**config.mk**
```make
export PLATFORM = sky130hd
export DESIGN_NAME = elevator_stop_scheduler
export DESIGN_NICKNAME = d
export VERILOG_FILES = /design/src/rtl/esched_pkg.sv /design/src/rtl/esched_front.sv /design/src/rtl/esched_queue.sv /design/src/rtl/esched_back.sv /design/src/rtl/elevator_stop_scheduler.sv
export SDC_FILE = /design/constraint.sdc
export NUM_CORES = 1
export LEC_CHECK = 0
export ABC_CLOCK_PERIOD_IN_PS = 2600
export BUFFER_PORTS_ARGS = -buffer_cell sky130_fd_sc_hd__buf_2
export CAP_MARGIN = 20
export CORE_MARGIN = 2
export CORE_UTILIZATION = 54
export CTS_BUF_LIST = sky130_fd_sc_hd__clkbuf_4 sky130_fd_sc_hd__clkbuf_8 sky130_fd_sc_hd__clkbuf_16
export DETAILED_ROUTE_END_ITERATION = 12
export GPL_ROUTABILITY_DRIVEN = 0
export HOLD_SLACK_MARGIN = 0.12
export MAX_ROUTING_LAYER = met4
export PLACE_DENSITY = 0.8
export SETUP_SLACK_MARGIN = 0.5
export SYNTH_ARGS = -nofsm -noshare
export SYNTH_HDL_FRONTEND = slang
export SYNTH_SLANG_ARGS = --single-unit
```
**constraint.sdc**
```tcl
create_clock -name clk_i -period 2.6 [get_ports clk_i]
set_input_delay 0.13 -clock clk_i [delete_from_list [all_inputs] [get_ports clk_i]]
set_output_delay 0.13 -clock clk_i [all_outputs]
set_load 0.03 [all_outputs]
```
**src/rtl/esched_pkg.sv**
```systemverilog
`timescale 1ns / 1ps
// ----------------------------------------------------------------------------
// esched_pkg
// Shared types and constants of the elevator stop scheduler: event codes,
// command codes and the job word queued between front and back end.
// ----------------------------------------------------------------------------
package esched_pkg;

  localparam int FLOORS_DEF = 16;   // default number of floors
  localparam int FLOOR_W    = 4;    // width of a floor number
  localparam int CAR_W      = 2;    // width of the car identifier
  localparam int OP_W       = 3;
  localparam int CMD_W      = 3;

  typedef enum logic [OP_W-1:0] {
    OP_INIT    = 3'd0,
    OP_ARRIVED = 3'd1,
    OP_OPENED  = 3'd2,
    OP_CLOSED  = 3'd3,
    OP_INNER   = 3'd4,
    OP_OUTER   = 3'd5
  } op_e;

  typedef enum logic [CMD_W-1:0] {
    CMD_READY     = 3'd0,
    CMD_STOP      = 3'd1,
    CMD_OPEN      = 3'd2,
    CMD_LIGHT_OFF = 3'd3,
    CMD_LIGHT_ON  = 3'd4,
    CMD_CLOSE     = 3'd5,
    CMD_UP        = 3'd6,
    CMD_DOWN      = 3'd7
  } cmd_e;

  // One classified event: up to three commands and the floor for lights
  typedef struct packed {
    logic [1:0]         cnt;
    cmd_e               cmd0;
    cmd_e               cmd1;
    cmd_e               cmd2;
    logic [FLOOR_W-1:0] tgt;
  } job_t;

  // Queue status seen by the two ends
  typedef struct packed {
    logic full;
    logic empty;
  } q_stat_t;

endpackage

```
**src/rtl/esched_front.sv**
```systemverilog
`timescale 1ns / 1ps
// ----------------------------------------------------------------------------
// esched_front
// Event front end: keeps the car state, classifies each accepted event and
// turns it into a job word of up to three commands for the queue.
// ----------------------------------------------------------------------------
module esched_front #(
  parameter int FLOORS = esched_pkg::FLOORS_DEF
) (
  input  logic                         clk_i,
  input  logic                         rst_ni,
  input  logic                         acc_i,
  input  logic [esched_pkg::OP_W-1:0]    op_i,
  input  logic [esched_pkg::FLOOR_W-1:0] floor_i,
  output logic                         push_o,
  output esched_pkg::job_t             job_o
);
  import esched_pkg::*;

  localparam int FIDX_W = (FLOORS > 1) ? $clog2(FLOORS) : 1;

  logic [FLOORS-1:0]  req_q, req_d;
  logic [FLOOR_W-1:0] cur_q, cur_d;
  logic               door_q, door_d;
  logic               down_q, down_d;

  logic              fl_ok;
  logic [FIDX_W-1:0] fidx;
  logic              req_hit;
  logic              above, below;
  logic              here;
  job_t              job;

  // Decode the floor operand
  assign fl_ok   = (32'(floor_i) < 32'(FLOORS));
  assign fidx    = FIDX_W'(floor_i);
  assign req_hit = fl_ok && req_q[fidx];
  assign here    = (floor_i == cur_q);

  // Scan pending requests against the current floor
  always_comb begin
    above = 1'b0;
    below = 1'b0;
    for (int i = 0; i < FLOORS; i++) begin
      if (req_q[i] && (32'(i) > 32'(cur_q))) above = 1'b1;
      if (req_q[i] && (32'(i) < 32'(cur_q))) below = 1'b1;
    end
  end

  // Classify the event and compute next car state
  always_comb begin
    req_d    = req_q;
    cur_d    = cur_q;
    door_d   = door_q;
    down_d   = down_q;
    job.cnt  = 2'd0;
    job.cmd0 = CMD_READY;
    job.cmd1 = CMD_READY;
    job.cmd2 = CMD_READY;
    job.tgt  = '0;
    unique case (op_e'(op_i))
      OP_INIT: begin
        job.cnt = 2'd1;
      end
      OP_ARRIVED: begin
        cur_d = floor_i;
        if (req_hit) begin
          req_d[fidx] = 1'b0;
          job.cnt     = 2'd3;
          job.cmd0    = CMD_STOP;
          job.cmd1    = CMD_OPEN;
          job.cmd2    = CMD_LIGHT_OFF;
          job.tgt     = floor_i;
        end
      end
      OP_OPENED: begin
        door_d = 1'b1;
        if (|req_q) begin
          job.cnt  = 2'd1;
          job.cmd0 = CMD_CLOSE;
        end
      end
      OP_CLOSED: begin
        door_d = 1'b0;
        if (!above)      down_d = 1'b1;
        else if (!below) down_d = 1'b0;
        job.cnt  = 2'd1;
        job.cmd0 = down_d ? CMD_DOWN : CMD_UP;
      end
      OP_INNER: begin
        if (fl_ok && !here) begin
          job.cnt  = 2'd1;
          job.cmd0 = CMD_LIGHT_ON;
          job.cmd1 = CMD_CLOSE;
          job.tgt  = floor_i;
          if (!req_q[fidx]) begin
            req_d[fidx] = 1'b1;
            if (door_q) job.cnt = 2'd2;
          end
        end
      end
      OP_OUTER: begin
        if (fl_ok && !here && !req_q[fidx]) begin
          req_d[fidx] = 1'b1;
          if (door_q) begin
            job.cnt  = 2'd1;
            job.cmd0 = CMD_CLOSE;
          end
        end
      end
      default: begin
      end
    endcase
  end

  assign push_o = acc_i && (job.cnt != 2'd0);
  assign job_o  = job;

  // Update car state on accepted events
  always_ff @(posedge clk_i or negedge rst_ni) begin
    if (!rst_ni) begin
      req_q  <= '0;
      cur_q  <= '0;
      door_q <= 1'b0;
      down_q <= 1'b0;
    end else if (acc_i) begin
      req_q  <= req_d;
      cur_q  <= cur_d;
      door_q <= door_d;
      down_q <= down_d;
    end
  end

endmodule

```
**src/rtl/esched_queue.sv**
```systemverilog
`timescale 1ns / 1ps
// ----------------------------------------------------------------------------
// esched_queue
// Two-entry job queue between the event front end and the command back end.
// ----------------------------------------------------------------------------
module esched_queue (
  input  logic                 clk_i,
  input  logic                 rst_ni,
  input  logic                 push_i,
  input  esched_pkg::job_t     job_i,
  input  logic                 pop_i,
  output esched_pkg::job_t     head_o,
  output esched_pkg::q_stat_t  stat_o
);
  import esched_pkg::*;

  job_t       mem_q [2];
  logic       wptr_q, rptr_q;
  logic [1:0] cnt_q;

  assign stat_o.full  = (cnt_q == 2'd2);
  assign stat_o.empty = (cnt_q == 2'd0);
  assign head_o       = mem_q[rptr_q];

  // Store pushed jobs
  always_ff @(posedge clk_i) begin
    if (push_i) mem_q[wptr_q] <= job_i;
  end

  // Advance pointers and fill count
  always_ff @(posedge clk_i or negedge rst_ni) begin
    if (!rst_ni) begin
      wptr_q <= 1'b0;
      rptr_q <= 1'b0;
      cnt_q  <= 2'd0;
    end else begin
      if (push_i) wptr_q <= ~wptr_q;
      if (pop_i)  rptr_q <= ~rptr_q;
      priority if (push_i && !pop_i) cnt_q <= cnt_q + 2'd1;
      else if (pop_i && !push_i)     cnt_q <= cnt_q - 2'd1;
    end
  end

endmodule

```
**src/rtl/esched_back.sv**
```systemverilog
`timescale 1ns / 1ps
// ----------------------------------------------------------------------------
// esched_back
// Command back end: takes one job at a time from the queue and sends its
// commands one word per cycle when not stalled, via a registered output stage.
// ----------------------------------------------------------------------------
module esched_back (
  input  logic                           clk_i,
  input  logic                           rst_ni,
  input  logic [esched_pkg::CAR_W-1:0]   car_id_i,
  input  esched_pkg::job_t               head_i,
  input  esched_pkg::q_stat_t            stat_i,
  output logic                           pop_o,
  output logic                           out_valid_o,
  input  logic                           out_stall_i,
  output logic [esched_pkg::CAR_W-1:0]   unit_o,
  output logic [esched_pkg::CMD_W-1:0]   command_o,
  output logic [esched_pkg::FLOOR_W-1:0] target_floor_o,
  output logic                           last_o
);
  import esched_pkg::*;

  job_t               job_q;
  logic               busy_q;
  logic [1:0]         idx_q;
  logic               oval_q;
  logic [CAR_W-1:0]   unit_q;
  cmd_e               cmd_q;
  logic [FLOOR_W-1:0] tgt_q;
  logic               last_q;

  logic load;
  cmd_e cur_cmd;
  logic is_last;

  // Fetch a job when idle, send a word when the output stage frees up
  assign pop_o   = !busy_q && !stat_i.empty;
  assign load    = busy_q && (!oval_q || !out_stall_i);
  assign is_last = (idx_q == (job_q.cnt - 2'd1));

  always_comb begin
    unique case (idx_q)
      2'd0:    cur_cmd = job_q.cmd0;
      2'd1:    cur_cmd = job_q.cmd1;
      default: cur_cmd = job_q.cmd2;
    endcase
  end

  // Job sequencing
  always_ff @(posedge clk_i or negedge rst_ni) begin
    if (!rst_ni) begin
      busy_q <= 1'b0;
      idx_q  <= 2'd0;
    end else if (pop_o) begin
      busy_q <= 1'b1;
      idx_q  <= 2'd0;
    end else if (load) begin
      idx_q <= idx_q + 2'd1;
      if (is_last) busy_q <= 1'b0;
    end
  end

  always_ff @(posedge clk_i) begin
    if (pop_o) job_q <= head_i;
  end

  // Output stage valid
  always_ff @(posedge clk_i or negedge rst_ni) begin
    if (!rst_ni) begin
      oval_q <= 1'b0;
    end else if (load) begin
      oval_q <= 1'b1;
    end else if (!out_stall_i) begin
      oval_q <= 1'b0;
    end
  end

  // Output stage payload
  always_ff @(posedge clk_i) begin
    if (load) begin
      unit_q <= car_id_i;
      cmd_q  <= cur_cmd;
      tgt_q  <= (cur_cmd == CMD_LIGHT_ON || cur_cmd == CMD_LIGHT_OFF) ? job_q.tgt : '0;
      last_q <= is_last;
    end
  end

  assign out_valid_o    = oval_q;
  assign unit_o         = unit_q;
  assign command_o      = cmd_q;
  assign target_floor_o = tgt_q;
  assign last_o         = last_q;

endmodule

```
**src/rtl/elevator_stop_scheduler.sv**
```systemverilog
`timescale 1ns / 1ps
// ----------------------------------------------------------------------------
// elevator_stop_scheduler
// Single-car elevator controller: decoded events in, car commands out.
//
//   channel | direction | handshake             | payload
//   --------+-----------+-----------------------+---------------------------
//   in      | input     | in_valid_i/in_stall_o | op_i, floor_i
//   out     | output    | out_valid_o/out_stall_i | unit_o, command_o,
//           |           |                       | target_floor_o, last_o
//   cfg     | input     | cfg_we_i              | cfg_data_i (car id)
//
// An event is taken whenever the two-entry job queue has room.
// The back end fetches a job and sends its commands one at a time, taking
// the next job only after the last word; the command sequencer sets the rate.
// An event's first command passes the queue, job register and output stage.
// Reset clears all requests, floor, door, direction, car id and the queue.
// A stalled output holds its word; a full queue stalls the input.
// ----------------------------------------------------------------------------
module elevator_stop_scheduler #(
  parameter int FLOORS = esched_pkg::FLOORS_DEF
) (
  input  logic                           clk_i,
  input  logic                           rst_ni,
  input  logic                           in_valid_i,
  output logic                           in_stall_o,
  input  logic [esched_pkg::OP_W-1:0]    op_i,
  input  logic [esched_pkg::FLOOR_W-1:0] floor_i,
  output logic                           out_valid_o,
  input  logic                           out_stall_i,
  output logic [esched_pkg::CAR_W-1:0]   unit_o,
  output logic [esched_pkg::CMD_W-1:0]   command_o,
  output logic [esched_pkg::FLOOR_W-1:0] target_floor_o,
  output logic                           last_o,
  input  logic                           cfg_we_i,
  input  logic [esched_pkg::CAR_W-1:0]   cfg_data_i
);
  import esched_pkg::*;

  logic             acc;
  logic             push;
  logic             pop;
  job_t             job;
  job_t             head;
  q_stat_t          stat;
  logic [CAR_W-1:0] car_id_q;

  assign in_stall_o = stat.full;
  assign acc        = in_valid_i && !stat.full;

  // Car id register
  always_ff @(posedge clk_i or negedge rst_ni) begin
    if (!rst_ni) begin
      car_id_q <= '0;
    end else if (cfg_we_i) begin
      car_id_q <= cfg_data_i;
    end
  end

  esched_front #(
    .FLOORS (FLOORS)
  ) u_front (
    .clk_i   (clk_i),
    .rst_ni  (rst_ni),
    .acc_i   (acc),
    .op_i    (op_i),
    .floor_i (floor_i),
    .push_o  (push),
    .job_o   (job)
  );

  esched_queue u_queue (
    .clk_i  (clk_i),
    .rst_ni (rst_ni),
    .push_i (push),
    .job_i  (job),
    .pop_i  (pop),
    .head_o (head),
    .stat_o (stat)
  );

  esched_back u_back (
    .clk_i          (clk_i),
    .rst_ni         (rst_ni),
    .car_id_i       (car_id_q),
    .head_i         (head),
    .stat_i         (stat),
    .pop_o          (pop),
    .out_valid_o    (out_valid_o),
    .out_stall_i    (out_stall_i),
    .unit_o         (unit_o),
    .command_o      (command_o),
    .target_floor_o (target_floor_o),
    .last_o         (last_o)
  );

endmodule

```
# [Word-level counts from Yosys, hierarchy flattened]
# Memory sizes are Yosys's and may differ from the RTL's. A register that Yosys moved wholly into a read port is not among the register bits.
# Cells that the tools add are included.
[classes] add_sub_neg=4 mul=0 div=0 n_lt_le_gt_ge=32 eq_ne=16 shifts=0 mux=69 bitwise=5 n_reduce_logical=65
[ops] operator="16-bit 2-to-1 mux" n=4
[ops] operator="16-bit one-hot mux with 3 select lines" n=1
[ops] operator="1-bit 2-to-1 mux" n=43
[ops] operator="1-bit logical AND" n=38
[ops] operator="4-bit > comparator, first input constant" n=8
[ops] operator="4-bit less-than comparator, first input constant" n=7
[ops] operator="16-bit AND" n=1
[ops] operator="3-bit by 4-bit > comparator with 1-bit output, first input constant" n=4
[ops] operator="3-bit by 4-bit less-than comparator with 1-bit output, first input constant" n=4
[ops] operator="4-bit 2-to-1 mux" n=4
[ops] operator="16-bit NOT" n=1
[ops] operator="16-bit OR" n=1
[ops] operator="16-bit OR reduction" n=1
[ops] operator="15-bit 2-to-1 mux" n=1
[ops] operator="3-bit one-hot mux with 5 select lines" n=1
[ops] operator="2-bit 2-to-1 mux" n=6
[ops] operator="3-bit one-hot mux with 2 select lines" n=2
[ops] operator="2-bit one-hot mux with 5 select lines" n=1
[ops] operator="2-bit nonzero test" n=5
[ops] operator="3-bit by 2-bit == test with 1-bit output, second input constant" n=3
[ops] operator="3-bit == test, second input constant" n=3
[ops] operator="1-bit logical NOT" n=9
[ops] operator="2-bit by 4-bit > comparator with 1-bit output, first input constant" n=2
[ops] operator="1-bit by 4-bit less-than comparator with 1-bit output, first input constant" n=2
[ops] operator="27 further kinds" n=39
[totals] ff_bits=42 latch_bits=0 ram_bits=30 rom_bits=0 in_bits=14 out_inout_bits=12 wordCells=207 n_memories=1
[memory_table] memory="u_queue.mem_q" words=2 width=15 read_ports=1 rd_clocked_by_memory_dff=1 wr=1 line="esched_queue.sv:17" rtl="job_t mem_q [2];"

# [Longest topological paths before layout]
[depth] word_depth=22 depth_mapped=11 depth_no_buf=10

# [Cells and area by module]
# Synthesis repeated with hierarchy kept, for this count alone.
[unflattened] cells_unflattened=345 area_unflattened_um2=4453.0
[modules_own_cells] mod="esched_front" n_inst=1 cells_per_inst=205 area_each_um2=1918.1 seq_area_each_um2=550.5
[modules_own_cells] mod="esched_queue" n_inst=1 cells_per_inst=63 area_each_um2=1321.3 seq_area_each_um2=1001.0
[modules_own_cells] mod="esched_back" n_inst=1 cells_per_inst=72 area_each_um2=1134.8 seq_area_each_um2=850.8
[modules_own_cells] mod="elevator_stop_scheduler" n_inst=1 cells_per_inst=5 area_each_um2=78.8 seq_area_each_um2=50.0

# [Least setup slack after synthesis]
# No wires, ideal clock.
[synth_path] path_kind="register to register" startpoint="register with a tool-made name" endpoint="memory u_queue.mem_q[0][0] (netlist name) (enable)" setup_ns=0.380 arrival_ns=2.434 t_required_ns=2.220 path_slack_ns=-0.214 stages_incl_launch_ff=8 n_path_buf=0 path_cell_list="dfrtp_1 -> mux4_1 -> mux2i_4 -> mux2i_2 -> o21ba_1 -> o311a_2 -> a211oi_4 -> nor2b_1"
[synth_rtl] element="end, declared" line="esched_queue.sv:17"

==> results.txt <==
----------------------------------------------------
[Die]
  Number of rows in the core area ... 30
  Top-level I/O count ... 26
  Initial core utilization ... 55.7%
  Die ar. ... 7660 sq um
  Horiz. Die Dim ... 87.5 um
  Std-Cell Core Area ... 6760 sq um
  Vertical die dimension ... 87.5 um

[CTS]
  Num Clock Sinks ... 75
  Clock latency reported for the late side of the worst-skew pair ... 350 ps
  Number of CTS-inserted buffers ... 9
  Clock transition at the registers of the reported paths ... 80 ps
  H-tree Lvls ... 3
  Clock tree from TritonCTS ... done
  Clock Root Buffer ... clkbuf_8
  Number of buffers on the longest clock path ... 2

[Critical path]
  Type of origin of the critical path ... flop
  Startpoint-to-endpoint class of the critical path ... flop to flop
  Data arrival at the endpoint of the critical path ... 2720 ps
  Maximum fanout along the worst path ... 5
  Data required time of the worst path ... 2670 ps
  Kind of end point of the critical path ... flop
  Depth of the most critical reg-to-reg path ... 8

[Timing]
  Final count of hold timing violations ... 0
  Fraction of the cycle the final worst path needs ... 102%
  Final number of setup-violating endpoints ... 9
  Total Neg Setup Slack ... -258 ps
  Worst-margin pin slew ... 782 ps
  Peak clock frequency supported by timing ... 378 MHz
  Skew final ... 11.4 ps
  Pins Over Slew Limit ... 0
  Final worst-path setup slack ... -48.1 ps
  RSZ-0062 raised after global routing ... yes
  Shortest period the worst path allows ... 2650 ps
  Max_slew headroom ... 47.8%

[Synth]
  Async set-or-reset flop fraction in the synthesized netlist ... 42.7%
  Number of nets in the synthesized netlist ... 329
  Area share of the leading cell type in the synthesized netlist ... 34.3%
  Distinct cells, synth ... 53
  Number of enable-type register cells in the synthesized netlist ... 43
  Synthesis warning total ... 0
  Most instantiated cells after synthesis ... edfxtp_1, mux2_2, dfrtp_1, nor2_1, nand2_1
  Flip-flop cell with the highest count after synthesis ... edfxtp_1
  Post-synthesis instance total ... 309
  Synthesized flop and latch total ... 75
  Portion of the post-synthesis area used by sequential elements ... 55.5%
  Post-synthesis instance area ... 3770 sq um
  Leading area contributor after synthesis ... edfxtp_1
  Average size of a mapped cell ... 12.2 sq um
  Leading cell types by total area after synthesis ... edfxtp_1, dfrtp_1, mux2_2
  Dominant cell by count in the synthesized netlist ... edfxtp_1

[Finish]
  Layout Area Growth over Synthesis ... 29.5%
  Antenna cells ... 0
  Share of cells above drive strength 1 ... 42.1%
  Final #Nets ... 407
  Finished Core Util ... 72.2%
  Filler cell count in the final layout ... 453

[GRT]
  Wire length of the first global-routing pass ... 14,200 um
  Gr usage total ... 25.4%
  Vias in the first global route ... 2,849
  Total gr overflow ... 0
  Number of antenna violations at the first check in global routing ... 0
  Pin count of the biggest net entering global routing ... 33

[Worst hold path]
  Count of cells along the worst hold path ... 3
  Worst min-delay path category ... primary input to flop

[Detailed routing]
  Wirelength, routed ... 9240 um
  Number of DRC violations after detailed-routing iteration 0 ... 230
  Number of remaining DRC errors ... 0
  First-pass iteration count of the detailed router ... 8
  Count of antenna-violating nets left after detailed routing ... 0
  Total number of vias ... 2,877
  Vias per cell ... 6.10
  Detail-routed net length per standard cell ... 19.6 um

[Power]
  Power per cell area ... 958 nW/um^2
  Static leakage ... 2.00 nW
  Power after layout ... 4.67 mW
  Highest ir drop seen on vdd ... 0.496 mV

[Placed design]
  Buffers added on ports ... 25
  Sum of net half-perimeters after detailed placement ... 5590 um

[Flow run]
  MaxCap Viol Count ... 0

[Outcome]
  Outcome ... finished with violations
  Failing checks ... setup timing

----------------------------------------------------
[layout by cell type, fill, tap and decap left out, types with 3 or more instances in the layout]
master,synthesis,routed
nor2_1,24,21
nor2b_1,7,5
buf_2,2,25
nand4_1,5,5
dlygate4sd3_1,0,7
inv_1,11,11
mux2_2,34,26
a21oi_1,13,9
nand2_1,20,20
dfrtp_1,32,31
a21oi_2,0,3
nand3_2,0,11
mux2i_4,2,3
edfxtp_1,43,43
and2_1,10,8
nand3_1,18,6
mux2_4,0,8
buf_6,2,5
nand2b_1,6,5
o21ai_0,13,11
clkbuf_8,0,9
buf_4,0,37
ha_1,6,5
xor2_1,8,6
and2_4,0,3
mux4_2,3,4
a31oi_1,3,3
[path summary, 6_finish.rpt]
path | from | end | slack (ps)
max | flop | u_queue.mem_q[0][1] | -50
min | in_valid_i | u_front.door_q | 130
max reg2reg | flop | u_queue.mem_q[0][1] | -50
min reg2reg | car_id_q[0] | u_back.unit_o[0] | 450
max in group asynchronous | rst_ni | u_front.cur_q[0] | 1660
min in group asynchronous | rst_ni | u_back.out_valid_o | 390
[stage by stage]
stage	hold slack (ps)	worst slack [ps]	cells	area, sq um
floorplan	-166	192	309	3790
global placement	246	68.8	426	4130
detailed placement	256	-39.6	426	4130
CTS	121	50.2	464	4700
global route	130	-108	472	4880
finish	130	-48.1	472	4880
[critical path, cell delays in order, from the launching register on]
cell	delay (ps)
dfrtp_1	440
mux4_2	520
mux2i_4	200
mux2i_4	120
and2b_2	270
a21oi_4	70
a211oi_4	290
nor2b_4	290
clkbuf_16	180
[layout make-up]
| cell class | count | area, sq um | area share [%] |
|---|---|---|---|
| Clock inverter | 7 | 100 | 2.05 |
| Timing Repair Buffer | 77 | 594 | 12.2 |
| Clock buffer | 9 | 124 | 2.54 |
| Sequential cell | 75 | 2090 | 42.9 |
| Inverter | 11 | 41.3 | 0.847 |
| Multi-Input combinational cell | 213 | 1820 | 37.4 |
| Tap cell | 80 | 100 | 2.05 |
[power by group]
group | switching (mW) | internal, mW
Clock | 0.457 | 0.549
Combinational | 1.02 | 0.800
Sequential | 0.205 | 1.64
[what timing repair did]
| item | 4_1_cts | 5_1_grt |
|---|---|---|
| hold buffers | 7 | 0 |
| gates resized for setup | 31 | 25 |
| pin swaps | 14 | 7 |
| cloned | 1 | 1 |
| setup endpoints to repair | 49 | 55 |
| endpoints found under the hold margin | 37 | 0 |
| buffers inserted | 14 | 7 |
[layer usage]
metal	vias up	track usage [%]	wire, um
li1	1297	-	-
met1	1389	27.6	3280
met2	143	43.7	5050
met3	48	6.16	508
met4	0	11.9	405
met5	-	-	0
[logic make-up after synthesis]
| kind of cell | after synthesis | synth area share, % |
|---|---|---|
| AND/OR/NAND/NOR | 102 | 13.6 |
| flip-flops | 75 | 55.5 |
| AO/OA/AOI/OAI | 53 | 9.70 |
| multiplexers | 41 | 14.2 |
| buffers and inverters | 22 | 2.66 |
| XOR/XNOR | 10 | 2.33 |
| adder cells (fa/ha/maj) | 6 | 1.99 |
No activity file was read; power rests on OpenSTA's default activity.
